[config.mk]
export PLATFORM = sky130hd
export DESIGN_NAME = rv32i_execute_unit
export DESIGN_NICKNAME = d
export VERILOG_FILES = /design/src/rtl/rvex_pkg.sv /design/src/rtl/rvex_alu.sv /design/src/rtl/rvex_agu.sv /design/src/rtl/rv32i_execute_unit.sv
export SDC_FILE = /design/constraint.sdc
export NUM_CORES = 1
export LEC_CHECK = 0
export ABC_AREA = 1
export BUFFER_PORTS_ARGS = -buffer_cell sky130_fd_sc_hd__buf_2
export CAP_MARGIN = 40
export CORE_AREA = 2 2 291 293
export CTS_CLUSTER_DIAMETER = 60
export DETAILED_ROUTE_END_ITERATION = 10
export DIE_AREA = 0 0 293 295
export GPL_TIMING_DRIVEN = 0
export SYNTH_ARGS = -nofsm -noshare
export SYNTH_HDL_FRONTEND = slang
export SYNTH_HIERARCHICAL = 1
export SYNTH_SLANG_ARGS = --single-unit
[constraint.sdc]
create_clock -name clk -period 3.8 [get_ports clk]
set_input_delay 0.19 -clock clk [delete_from_list [all_inputs] [get_ports clk]]
set_output_delay 0.19 -clock clk [all_outputs]
set_load 0.005 [all_outputs]
[src/rtl/rvex_pkg.sv]
`timescale 1ns / 1ps
// ----------------------------------------------------------------------------
// rvex_pkg
// Shared types and constants for the RV32I execute unit: format codes,
// func3 codes, immediate handling constants and the control bundle.
// ----------------------------------------------------------------------------
package rvex_pkg;

	// default width of the pc and target ports
	localparam int unsigned DEF_ADDR_BITS = 16;

	localparam int unsigned XLEN     = 32;
	localparam int unsigned IMM_BITS = 20;

	// link offset, upper immediate shift and jalr alignment mask
	localparam int unsigned LINK_OFFSET = 4;
	localparam int unsigned UPPER_SHIFT = 12;
	localparam logic [XLEN-1:0] ALIGN_MASK = 32'hFFFF_FFFE;

	// instruction formats
	typedef enum logic [2:0] {
		FMT_R = 3'd0,
		FMT_I = 3'd1,
		FMT_S = 3'd2,
		FMT_B = 3'd3,
		FMT_U = 3'd4,
		FMT_J = 3'd5
	} fmt_t;

	// alu operations by func3
	localparam logic [2:0] F3_ADD  = 3'd0;
	localparam logic [2:0] F3_SLL  = 3'd1;
	localparam logic [2:0] F3_SLT  = 3'd2;
	localparam logic [2:0] F3_SLTU = 3'd3;
	localparam logic [2:0] F3_XOR  = 3'd4;
	localparam logic [2:0] F3_SR   = 3'd5;
	localparam logic [2:0] F3_OR   = 3'd6;
	localparam logic [2:0] F3_AND  = 3'd7;

	// branch conditions by func3
	localparam logic [2:0] BR_EQ  = 3'd0;
	localparam logic [2:0] BR_NE  = 3'd1;
	localparam logic [2:0] BR_LT  = 3'd4;
	localparam logic [2:0] BR_GE  = 3'd5;
	localparam logic [2:0] BR_LTU = 3'd6;
	localparam logic [2:0] BR_GEU = 3'd7;

	// decoded control fields of one request
	typedef struct packed {
		logic [2:0] cmd;
		logic [2:0] funct3;
		logic       alt;
		logic       jalr;
		logic       load;
		logic       lui;
	} ctrl_t;

	// sign extend the decoded immediate to register width
	function automatic logic [XLEN-1:0] sext_imm(input logic [IMM_BITS-1:0] imm);
		return {{(XLEN-IMM_BITS){imm[IMM_BITS-1]}}, imm};
	endfunction

endpackage

[src/rtl/rvex_alu.sv]
`timescale 1ns / 1ps
// ----------------------------------------------------------------------------
// rvex_alu
// Integer ALU and branch comparator: register or immediate operation by
// func3, plus the branch condition on the two source values.
// ----------------------------------------------------------------------------
module rvex_alu (
	input  rvex_pkg::ctrl_t    ctrl,
	input  logic        [31:0] rs1,
	input  logic        [31:0] rs2,
	input  logic        [31:0] imm,
	output logic        [31:0] alu_out,
	output logic               br_taken
);
	import rvex_pkg::*;

	logic [XLEN-1:0] op_b;
	logic [4:0]      shamt;
	logic            is_r;

	// operand select
	assign is_r  = (ctrl.cmd == FMT_R);
	assign op_b  = is_r ? rs2 : imm;
	assign shamt = op_b[4:0];

	// alu operation
	always_comb begin
		case (ctrl.funct3)
			F3_ADD:  alu_out = (is_r && ctrl.alt) ? rs1 - op_b : rs1 + op_b;
			F3_SLL:  alu_out = rs1 << shamt;
			F3_SLT:  alu_out = {31'd0, ($signed(rs1) < $signed(op_b))};
			F3_SLTU: alu_out = {31'd0, (rs1 < op_b)};
			F3_XOR:  alu_out = rs1 ^ op_b;
			F3_SR:   alu_out = ctrl.alt ? XLEN'($signed(rs1) >>> shamt) : rs1 >> shamt;
			F3_OR:   alu_out = rs1 | op_b;
			F3_AND:  alu_out = rs1 & op_b;
			default: alu_out = rs1 & op_b;
		endcase
	end

	// branch condition
	always_comb begin
		unique case (ctrl.funct3)
			BR_EQ:   br_taken = (rs1 == rs2);
			BR_NE:   br_taken = (rs1 != rs2);
			BR_LT:   br_taken = ($signed(rs1) < $signed(rs2));
			BR_GE:   br_taken = ($signed(rs1) >= $signed(rs2));
			BR_LTU:  br_taken = (rs1 < rs2);
			BR_GEU:  br_taken = (rs1 >= rs2);
			default: br_taken = 1'b0;
		endcase
	end

endmodule

[src/rtl/rvex_agu.sv]
`timescale 1ns / 1ps
// ----------------------------------------------------------------------------
// rvex_agu
// Address and link unit: load/store address, link value, upper immediate
// result and the jump or branch target.
// ----------------------------------------------------------------------------
module rvex_agu #(
	parameter int unsigned ADDR_BITS = rvex_pkg::DEF_ADDR_BITS
) (
	input  rvex_pkg::ctrl_t           ctrl,
	input  logic        [31:0]        rs1,
	input  logic        [31:0]        imm,
	input  logic        [ADDR_BITS-1:0] pc,
	output logic        [31:0]        other_out,
	output logic        [ADDR_BITS-1:0] target
);
	import rvex_pkg::*;

	logic [XLEN-1:0]      base_sum;
	logic [XLEN-1:0]      upper;
	logic [XLEN-1:0]      pc_ext;
	logic [ADDR_BITS-1:0] pc_link;
	logic [XLEN-1:0]      link_ext;
	logic [XLEN-1:0]      jalr_tgt;
	logic [ADDR_BITS-1:0] br_tgt;

	// shared adders
	assign base_sum = rs1 + imm;
	assign upper    = imm << UPPER_SHIFT;
	assign pc_ext   = XLEN'(pc);
	assign pc_link  = pc + ADDR_BITS'(LINK_OFFSET);
	assign link_ext = XLEN'(pc_link);

	// non-alu result by format
	always_comb begin
		unique case (ctrl.cmd)
			FMT_I:   other_out = ctrl.jalr ? link_ext : (ctrl.load ? base_sum : '0);
			FMT_S:   other_out = base_sum;
			FMT_U:   other_out = ctrl.lui ? upper : pc_ext + upper;
			FMT_J:   other_out = link_ext;
			default: other_out = '0;
		endcase
	end

	// jump or branch target
	assign jalr_tgt = base_sum & ALIGN_MASK;
	assign br_tgt   = pc + ADDR_BITS'(imm << 1);
	assign target   = ctrl.jalr ? ADDR_BITS'(jalr_tgt) : br_tgt;

endmodule

[src/rtl/rv32i_execute_unit.sv]
`timescale 1ns / 1ps
// ----------------------------------------------------------------------------
// rv32i_execute_unit
// Execute stage of a 32-bit RISC-V integer core: branch condition, ALU
// result, address/link/upper result and jump or branch target.
// ----------------------------------------------------------------------------
// channel   handshake        payload
// request   start / busy     cmd rs1_value rs2_value pc_value immediate
//                            funct3 alt_bit jalr_flag load_flag lui_flag
// result    done (strobe)    branch_taken alu_result other_result target_pc
//
// A request is registered on the edge it is taken; its result is registered
// on the next edge along with the done strobe, one request a cycle.
// busy is never raised: one request can be taken every cycle.
// arst_n clears the stage valid bits only; payload registers are not reset.
// The receiver cannot stall; done is high for exactly one cycle per request.
// ----------------------------------------------------------------------------
module rv32i_execute_unit #(
	parameter int unsigned ADDR_BITS = rvex_pkg::DEF_ADDR_BITS
) (
	input  logic                        clk,
	input  logic                        arst_n,
	input  logic                        start,
	output logic                        busy,
	input  logic        [2:0]           cmd,
	input  logic signed [31:0]          rs1_value,
	input  logic signed [31:0]          rs2_value,
	input  logic        [ADDR_BITS-1:0] pc_value,
	input  logic signed [19:0]          immediate,
	input  logic        [2:0]           funct3,
	input  logic                        alt_bit,
	input  logic                        jalr_flag,
	input  logic                        load_flag,
	input  logic                        lui_flag,
	output logic                        done,
	output logic                        branch_taken,
	output logic signed [31:0]          alu_result,
	output logic signed [31:0]          other_result,
	output logic        [ADDR_BITS-1:0] target_pc
);
	import rvex_pkg::*;

	logic                 take;
	logic                 valid_s1;
	ctrl_t                ctrl_s1;
	logic [XLEN-1:0]      rs1_s1;
	logic [XLEN-1:0]      rs2_s1;
	logic [ADDR_BITS-1:0] pc_s1;
	logic [IMM_BITS-1:0]  imm_s1;
	logic [XLEN-1:0]      imm_ext;
	logic [XLEN-1:0]      alu_val;
	logic                 br_val;
	logic [XLEN-1:0]      other_val;
	logic [ADDR_BITS-1:0] tgt_val;
	logic                 valid_s2;
	logic                 branch_s2;
	logic [XLEN-1:0]      alu_s2;
	logic [XLEN-1:0]      other_s2;
	logic [ADDR_BITS-1:0] target_s2;

	// always ready
	assign busy = 1'b0;
	assign take = start && !busy;

	// stage valid bits
	always_ff @(posedge clk or negedge arst_n) begin
		if (!arst_n) begin
			valid_s1 <= 1'b0;
			valid_s2 <= 1'b0;
		end else begin
			valid_s1 <= take;
			valid_s2 <= valid_s1;
		end
	end

	// input register
	always_ff @(posedge clk) begin
		if (take) begin
			ctrl_s1 <= '{cmd: cmd, funct3: funct3, alt: alt_bit, jalr: jalr_flag,
				load: load_flag, lui: lui_flag};
			rs1_s1  <= rs1_value;
			rs2_s1  <= rs2_value;
			pc_s1   <= pc_value;
			imm_s1  <= immediate;
		end
	end

	assign imm_ext = sext_imm(imm_s1);

	// alu and branch compare
	rvex_alu u_alu (
		.ctrl     (ctrl_s1),
		.rs1      (rs1_s1),
		.rs2      (rs2_s1),
		.imm      (imm_ext),
		.alu_out  (alu_val),
		.br_taken (br_val)
	);

	// addresses, link and target
	rvex_agu #(
		.ADDR_BITS (ADDR_BITS)
	) u_agu (
		.ctrl      (ctrl_s1),
		.rs1       (rs1_s1),
		.imm       (imm_ext),
		.pc        (pc_s1),
		.other_out (other_val),
		.target    (tgt_val)
	);

	// result register
	always_ff @(posedge clk) begin
		if (valid_s1) begin
			branch_s2 <= br_val;
			alu_s2    <= alu_val;
			other_s2  <= other_val;
			target_s2 <= tgt_val;
		end
	end

	assign done         = valid_s2;
	assign branch_taken = branch_s2;
	assign alu_result   = alu_s2;
	assign other_result = other_s2;
	assign target_pc    = target_s2;

endmodule

==> impl_metrics.tcl, run 1 <==
set metrics [dict create \
    total_negative_slack_for_setup_checks_ps 0 \
    syn-cell-area_um2 20600 \
    num_antenna_cells 0 \
    worstPathArrival_ps 4000 \
    detailedRoute.firstIterationViolations 2923 \
    routability_congestion_estimate 1.07 \
    fraction_of_synthesis_flops_using_an_asynchronous_set_or_reset_pin 0.0104 \
    pin_count_of_the_biggest_net_entering_global_routing 87 \
    critical_path_capture_point_type "flop" \
    setup_slack_ps 6.48 \
    synthSimpleGateAreaFrac 0.336 \
    synth_enable_flop_cells 191 \
    final.hold.worst_slack_ps 396 \
    leakage_nw 12.0 \
    netlist_top_cells_area "sky130_fd_sc_hd__edfxtp_1 (28%), sky130_fd_sc_hd__nand2_1 (17%), sky130_fd_sc_hd__ha_1 (11%), sky130_fd_sc_hd__nand3_1 (7.5%), sky130_fd_sc_hd__inv_1 (7.3%)" \
    drt-vias-per-instance 5.17 \
    via_total_after_detailed_routing 23405 \
    ir_worst_vdd_mv 0.345 \
    path_clk_slew_ps 80 \
    coreArea_um2 83200 \
    finalMaxSlewViolations 0 \
    timing.critical_path.fanout_max 10 \
    synthDominantAreaCellType "sky130_fd_sc_hd__edfxtp_1" \
    worst_clock_skew_ps 16.2 \
    fmax_ghz 0.264 \
    met2_usage 0.341 \
    synth_commonest_cells "sky130_fd_sc_hd__nand2_1 (934), sky130_fd_sc_hd__inv_1 (403), sky130_fd_sc_hd__nand3_1 (307)" \
    floorplan.rows 106 \
    clock-sinks 193 \
    reg_to_reg_startpoint "ctrl_s1[8]" \
    placed_area_um2 23100 \
    critical-path-slowest-cell "sky130_fd_sc_hd__o21ai_0" \
    first_global_vias 21554 \
    firstDrtPassIters 5 \
    crit_start "ctrl_s1[8]" \
    cp_data_required_time_ps 4010 \
    worst-r2r-cell-count 12 \
    synth_top_family_by_area "simple AND/OR/NAND/NOR gates" \
    fp.dieH_um 295 \
    yosys.cell_types.count 64 \
    maxCapViolations 0 \
    postRouteWirelength_um 100000 \
    cp_slowest_stage_delay_ps 520 \
    clock_tree_from_tritoncts "yes" \
    synthToLayoutAreaGrowth_pct 24.3 \
    min_path_type "input pin to flop" \
    place.detailed.hpwl_um 82400 \
    cts_inserted_buffers 17 \
    actual_transition_at_the_worst_max_transition_pin_ps 931 \
    area_share_of_fa_ha_maj_cells_after_synthesis 0.110 \
    critical_path.reg2reg.endpoint "alu_result[31]" \
    p_per_area_nw_per_um2 378 \
    synth_cells 3100 \
    timing.critical_path.cells "nor2_4 > nand2_4 > buf_6 > o21ai_0 > inv_1 > ha_1 > inv_1 > o221ai_1 > a21oi_1 > o21ai_1 > a21oi_1 > nand2_1" \
    synth-seq-area-share 0.281 \
    dieWidth_um 293 \
    final_net_count 3725 \
    crit_end "alu_result[31]" \
    unrepaired_setup_endpoints_after_global_routing "true" \
    grt_use_met3 0.0361 \
    h_tree_depth 4 \
    cts-root-buf "sky130_fd_sc_hd__clkbuf_16" \
    die_area_um2 86400 \
    post-route-period-util 0.998 \
    global_route_wire_length_before_repair_um 143000 \
    compound_gate_fraction_of_synth_area 0.154 \
    pin_count 196 \
    slew_headroom 0.379 \
    gr-total-overflow 0 \
    gr-max-usage-layer "met2" \
    muxShareOfSynthArea 0.00243 \
    grt_antenna_before_repair 2 \
    pre_cts_setup_slack_ps -820 \
    numPortBuffers 194 \
    critPathLaunchType "flop" \
    clock_path_buffers 2 \
    post-synth-top-count-cell "sky130_fd_sc_hd__nand2_1" \
    synth.top_cell.area_share 0.278 \
    clock_latency_ps 500 \
    postSynthNetCount 3391 \
    post_drt_wl_per_cell_um 22.1 \
    post_route_cells_drive_above_1_share 0.144 \
    synth-xor-area-share 0.0161 \
    use_met1 0.310 \
    design_area_um2 25600 \
    worstSetupPathType "flop to flop" \
    r2r_setup_slack_ps 6 \
    final_cell_count_no_fill 4527 \
    yosysWarnings 6 \
    placed_cells_incl_taps 4380 \
    global_route.usage.total 0.226 \
    hold_viol 0 \
    route.antenna.remaining_nets 0 \
    run_status "complete, no violations" \
    yosys_register_bits 193 \
    yosys_most_used_dff "sky130_fd_sc_hd__edfxtp_1" \
    timing.final.setup_violations 0 \
    syn_avg_cell_area_um2 6.65 \
    finalWorstPathRequiredPeriod_ps 3790 \
    detail_route.drc_violations 0 \
    initial_utilization 0.248 \
]
[layout make-up]
| type | count | area [um2] |
|---|---|---|
| Buffer | 89 | 534 |
| Fill cell | 9109 | 57500 |
| Clock buffer | 17 | 425 |
| Inverter | 416 | 1570 |
| Timing Repair Buffer | 326 | 2320 |
| Sequential cell | 193 | 5790 |
| Multi-Input combinational cell | 2391 | 13400 |
| Clock inverter | 15 | 205 |
| Tap cell | 1080 | 1350 |
[critical path, delay by kind of cell (launching register included)]
kind | cells | cell delay, ps
adder cells (fa/ha/maj) | 1 | 420
flip-flops | 1 | 430
AO/OA/AOI/OAI | 5 | 1490
AND/OR/NAND/NOR | 3 | 540
buffers and inverters | 3 | 600
[worst min-delay path by stage]
stage          slack [ps]         end  cells after the start          start
5_1_grt               380   imm_s1[3]                      2   immediate[3]
4_1_cts               360  rs2_s1[14]                      2  rs2_value[14]
3_5_place_dp          -20        done                      1         arst_n
6_report              400   imm_s1[3]                      2   immediate[3]
3_3_place_gp          -30        done                      1         arst_n
2_1_floorplan        -110        done                      0         arst_n
[sequential cells by signal, indices dropped and copies added (netlist names)]
register	count
ctrl_s1	10
target_pc	16
done	1
other_result	32
rs1_s1	32
branch_taken	1
rs2_s1	32
valid_s1	1
imm_s1	20
pc_s1	16
alu_result	32
[through the flow]
step	util	power, W
global placement	0.276	0.00722
finish	0.308	0.00968
global route	0.308	0.0102
floorplan	-	0.00550
CTS	0.301	0.00943
detailed placement	0.277	0.00721
[kinds of logic after synthesis]
family / after synthesis
simple gates: 1607
buf+inv: 516
flops: 193
xor+xnor: 38
fa+ha+maj: 178
mux: 5
compound gates: 562
other cells: 1
[layout by cell type, fill, tap and decap left out, types with 14 or more instances in the layout]
cell type / Yosys / final
sky130_fd_sc_hd__nand2_1: 934 / 928
sky130_fd_sc_hd__inv_1: 403 / 399
sky130_fd_sc_hd__nand3_1: 307 / 302
sky130_fd_sc_hd__buf_2: 35 / 221
sky130_fd_sc_hd__nor2_1: 213 / 207
sky130_fd_sc_hd__edfxtp_1: 191 / 191
sky130_fd_sc_hd__a21oi_1: 195 / 161
sky130_fd_sc_hd__ha_1: 174 / 148
sky130_fd_sc_hd__o21ai_0: 166 / 128
sky130_fd_sc_hd__dlygate4sd3_1: 0 / 113
sky130_fd_sc_hd__o21ai_1: 68 / 86
sky130_fd_sc_hd__o211ai_1: 38 / 38
sky130_fd_sc_hd__a21oi_2: 4 / 31
sky130_fd_sc_hd__nand4_1: 29 / 29
sky130_fd_sc_hd__clkbuf_1: 41 / 28
sky130_fd_sc_hd__buf_4: 9 / 26
sky130_fd_sc_hd__nor3_1: 28 / 25
sky130_fd_sc_hd__xor2_1: 24 / 22
sky130_fd_sc_hd__o21ai_2: 4 / 20
sky130_fd_sc_hd__nand2_2: 16 / 19
sky130_fd_sc_hd__nand3b_1: 18 / 18
sky130_fd_sc_hd__clkbuf_16: 0 / 17
sky130_fd_sc_hd__nor2_2: 10 / 16
sky130_fd_sc_hd__ha_4: 0 / 16
sky130_fd_sc_hd__xnor2_1: 14 / 14
[layer usage]
metal	routed length, um	vias up
met4	5710	2
met5	13	-
met1	43200	10894
li1	-	11023
met3	9020	193
met2	42100	1293
[power by group]
part           leakage (nW)  total (W)  internal (W)  switching (W)
Combinational          9.86    0.00481       0.00154        0.00327
Clock                 0.304    0.00198      0.000962        0.00102
Sequential             1.88    0.00290       0.00264       0.000261
[repair_timing]
item	4_1_cts	5_1_grt
setup buffers	8	5
gates cloned	0	0
pin swaps	3	9
endpoints found under the hold margin	113	0
hold buffers	113	0
setup endpoints to repair	28	25
gates resized for setup	81	138
Note: power is estimated with default switching activity, not from simulation.
==> inputs of run 2 (changes only) <==
--- a/config.mk
+++ b/config.mk
@@ -13,6 +13,7 @@
 export DETAILED_ROUTE_END_ITERATION = 10
 export DIE_AREA = 0 0 293 295
 export GPL_TIMING_DRIVEN = 0
+export PLACE_DENSITY = 0.44
 export SYNTH_ARGS = -nofsm -noshare
 export SYNTH_HDL_FRONTEND = slang
 export SYNTH_HIERARCHICAL = 1
==> run 2 against run 1 <==
  * The flow now finishes with violations (negative setup slack)
  * Utilization is 0.19 points lower
  * Maximum frequency decreased by 1.1%
  * Sequential power hardly changed
  * Total power increased by 0.18%
  * Sequential share of layout area rose by 0.14 points
  * Clock power about the same
  * Setup slack worse by 41 ps
  * Non-clock buffer count decreased by 2
  * Critical path type unchanged
  * Largest power group unchanged
==> impl_metrics.tcl, run 2 (synthesis results as in run 1) <==
set metrics [dict create \
    p_per_area_nw_per_um2 381 \
    first_global_vias 21854 \
    finalWorstPathRequiredPeriod_ps 3830 \
    floorplan.rows 106 \
    postRouteWirelength_um 106000 \
    crit_top_cell "sky130_fd_sc_hd__nor2_1" \
    maxCapViolations 0 \
    layout.cells.most_common_list "sky130_fd_sc_hd__nand2_1 (928), sky130_fd_sc_hd__inv_1 (399), sky130_fd_sc_hd__nand3_1 (304)" \
    route.antenna.remaining_nets 0 \
    h_tree_depth 4 \
    fp.dieH_um 295 \
    pin_count 196 \
    run_status "finished with violations" \
    violated_checks "negative setup slack" \
    min_path_type "input pin to flop" \
    timing.critical_path.cells "inv_1 > nor3_4 > clkinv_1 > clkbuf_1 > nor2_1 > a221oi_1 > nand3_1 > nor2_1 > nand2_1" \
    cp_data_required_time_ps 4070 \
    clock_tree_from_tritoncts "yes" \
    hold_viol 0 \
    leakage_nw 12.0 \
    grt_use_met3 0.0298 \
    coreArea_um2 83200 \
    ir_worst_vdd_mv 0.341 \
    post_route_cells_drive_above_1_share 0.140 \
    dieWidth_um 293 \
    gr-total-overflow 0 \
    worst_clock_skew_ps 25.8 \
    path_clk_slew_ps 100 \
    critical_path_capture_point_type "flop" \
    pin_count_of_the_biggest_net_entering_global_routing 78 \
    final.hold.worst_slack_ps 375 \
    fmax_ghz 0.261 \
    timing.final.setup_violations 1 \
    detailedRoute.firstIterationViolations 2218 \
    finalMaxSlewViolations 0 \
    slew_headroom 0.401 \
    cp_slowest_stage_delay_ps 730 \
    post_drt_wl_per_cell_um 23.5 \
    clock_path_buffers 2 \
    grt_antenna_before_repair 0 \
    cts_inserted_buffers 17 \
    routability_congestion_estimate 1.02 \
    timing.critical_path.fanout_max 10 \
    cts-root-buf "sky130_fd_sc_hd__clkbuf_16" \
    clock_latency_ps 530 \
    critPathLaunchType "flop" \
    drt-vias-per-instance 5.10 \
    final_net_count 3723 \
    gr-max-usage-layer "met2" \
    post-route-period-util 1.01 \
    numPortBuffers 194 \
    firstDrtPassIters 8 \
    final_core_utilization 0.306 \
    unrepaired_setup_endpoints_after_global_routing "true" \
    met2_usage 0.391 \
    actual_transition_at_the_worst_max_transition_pin_ps 899 \
    layout.cells.most_common "sky130_fd_sc_hd__nand2_1" \
    place.detailed.hpwl_um 87500 \
    die_area_um2 86400 \
    worstSetupPathType "flop to flop" \
    use_met1 0.323 \
    global_route.usage.total 0.241 \
    critical-path-slowest-cell "sky130_fd_sc_hd__a221oi_1" \
    synthToLayoutAreaGrowth_pct 23.5 \
    detail_route.drc_violations 0 \
    via_total_after_detailed_routing 23058 \
    worstPathArrival_ps 4100 \
    clock-sinks 193 \
    num_antenna_cells 0 \
    initial_utilization 0.248 \
    global_route_wire_length_before_repair_um 150000 \
    setup_slack_ps -34.9 \
]
run 2: cell types whose count changed in the layout (fill, tap and decap cells not counted), moves of 3 or more:
cell	change
sky130_fd_sc_hd__o21ai_2	+3
sky130_fd_sc_hd__clkbuf_4	+3
sky130_fd_sc_hd__ha_1	+5
sky130_fd_sc_hd__clkinv_4	+3
sky130_fd_sc_hd__ha_4	-5
sky130_fd_sc_hd__inv_12	+4
run 2: path summary, 6_finish.rpt:
| kind | start | endpoint | slack, ps | cells past startpoint |
|---|---|---|---|---|
| max | ctrl_s1[6] | alu_result[30] | -30 | 9 |
| min | rs2_value[31] | rs2_s1[31] | 380 | 2 |
| max reg2reg | ctrl_s1[6] | alu_result[30] | -30 | 9 |
| min reg2reg | pc_s1[0] | other_result[0] | 610 | 1 |
| max in group asynchronous | arst_n | valid_s1 | 3160 | 3 |
| min in group asynchronous | arst_n | valid_s1 | 500 | 3 |
run 2: area by class of cell:
| class | instances | area, um2 |
|---|---|---|
| fill | 9172 | 57700 |
| multi-input combinational | 2391 | 13300 |
| sequential | 193 | 5790 |
| timing repair buffer | 325 | 2310 |
| inverter | 416 | 1560 |
| tap | 1080 | 1350 |
| buffer | 88 | 522 |
| clock buffer | 17 | 425 |
| clock inverter | 15 | 198 |
run 2: repair_timing:
item | CTS | global route
setup endpoints to repair | 28 | 22
hold endpoints to repair | 113 | 0
hold buffers | 113 | 0
resized for setup | 89 | 101
pin swaps | 2 | 12
setup buffers | 6 | 7
run 2: metal layers:
layer	wire, um	up-vias
li1	-	10990
met1	46600	10887
met2	47900	1022
met3	6960	159
met4	4720	0
met5	0	-
run 2: worst max-delay path: cells and delay by family, from the launching register on:
family          cells  cell delay [ps]
compound gates      1              730
simple gates        5              850
buf+inv             3             1350
flops               1              640
run 2: stage by stage:
step | total power [W] | cells | setup TNS [ps] | instance area, um2 | setup WS (ps)
5_1_grt | 0.0103 | 4525 | -106 | 25500 | -45.8
3_3_place_gp | 0.00734 | 4374 | -15830 | 22900 | -889
3_5_place_dp | 0.00731 | 4379 | -14910 | 23100 | -897
2_1_floorplan | 0.00550 | 3100 | 0 | 20600 | 611
6_report | 0.00970 | 4525 | -34.9 | 25500 | -34.9
4_1_cts | 0.00955 | 4519 | 0 | 25100 | 2.04
run 2: power by group:
group	switching, W	internal (W)	leakage (nW)	total [W]
combinational	0.00329	0.00151	9.84	0.00480
sequential	0.000268	0.00264	1.88	0.00290
clock	0.00109	0.000912	0.297	0.00200
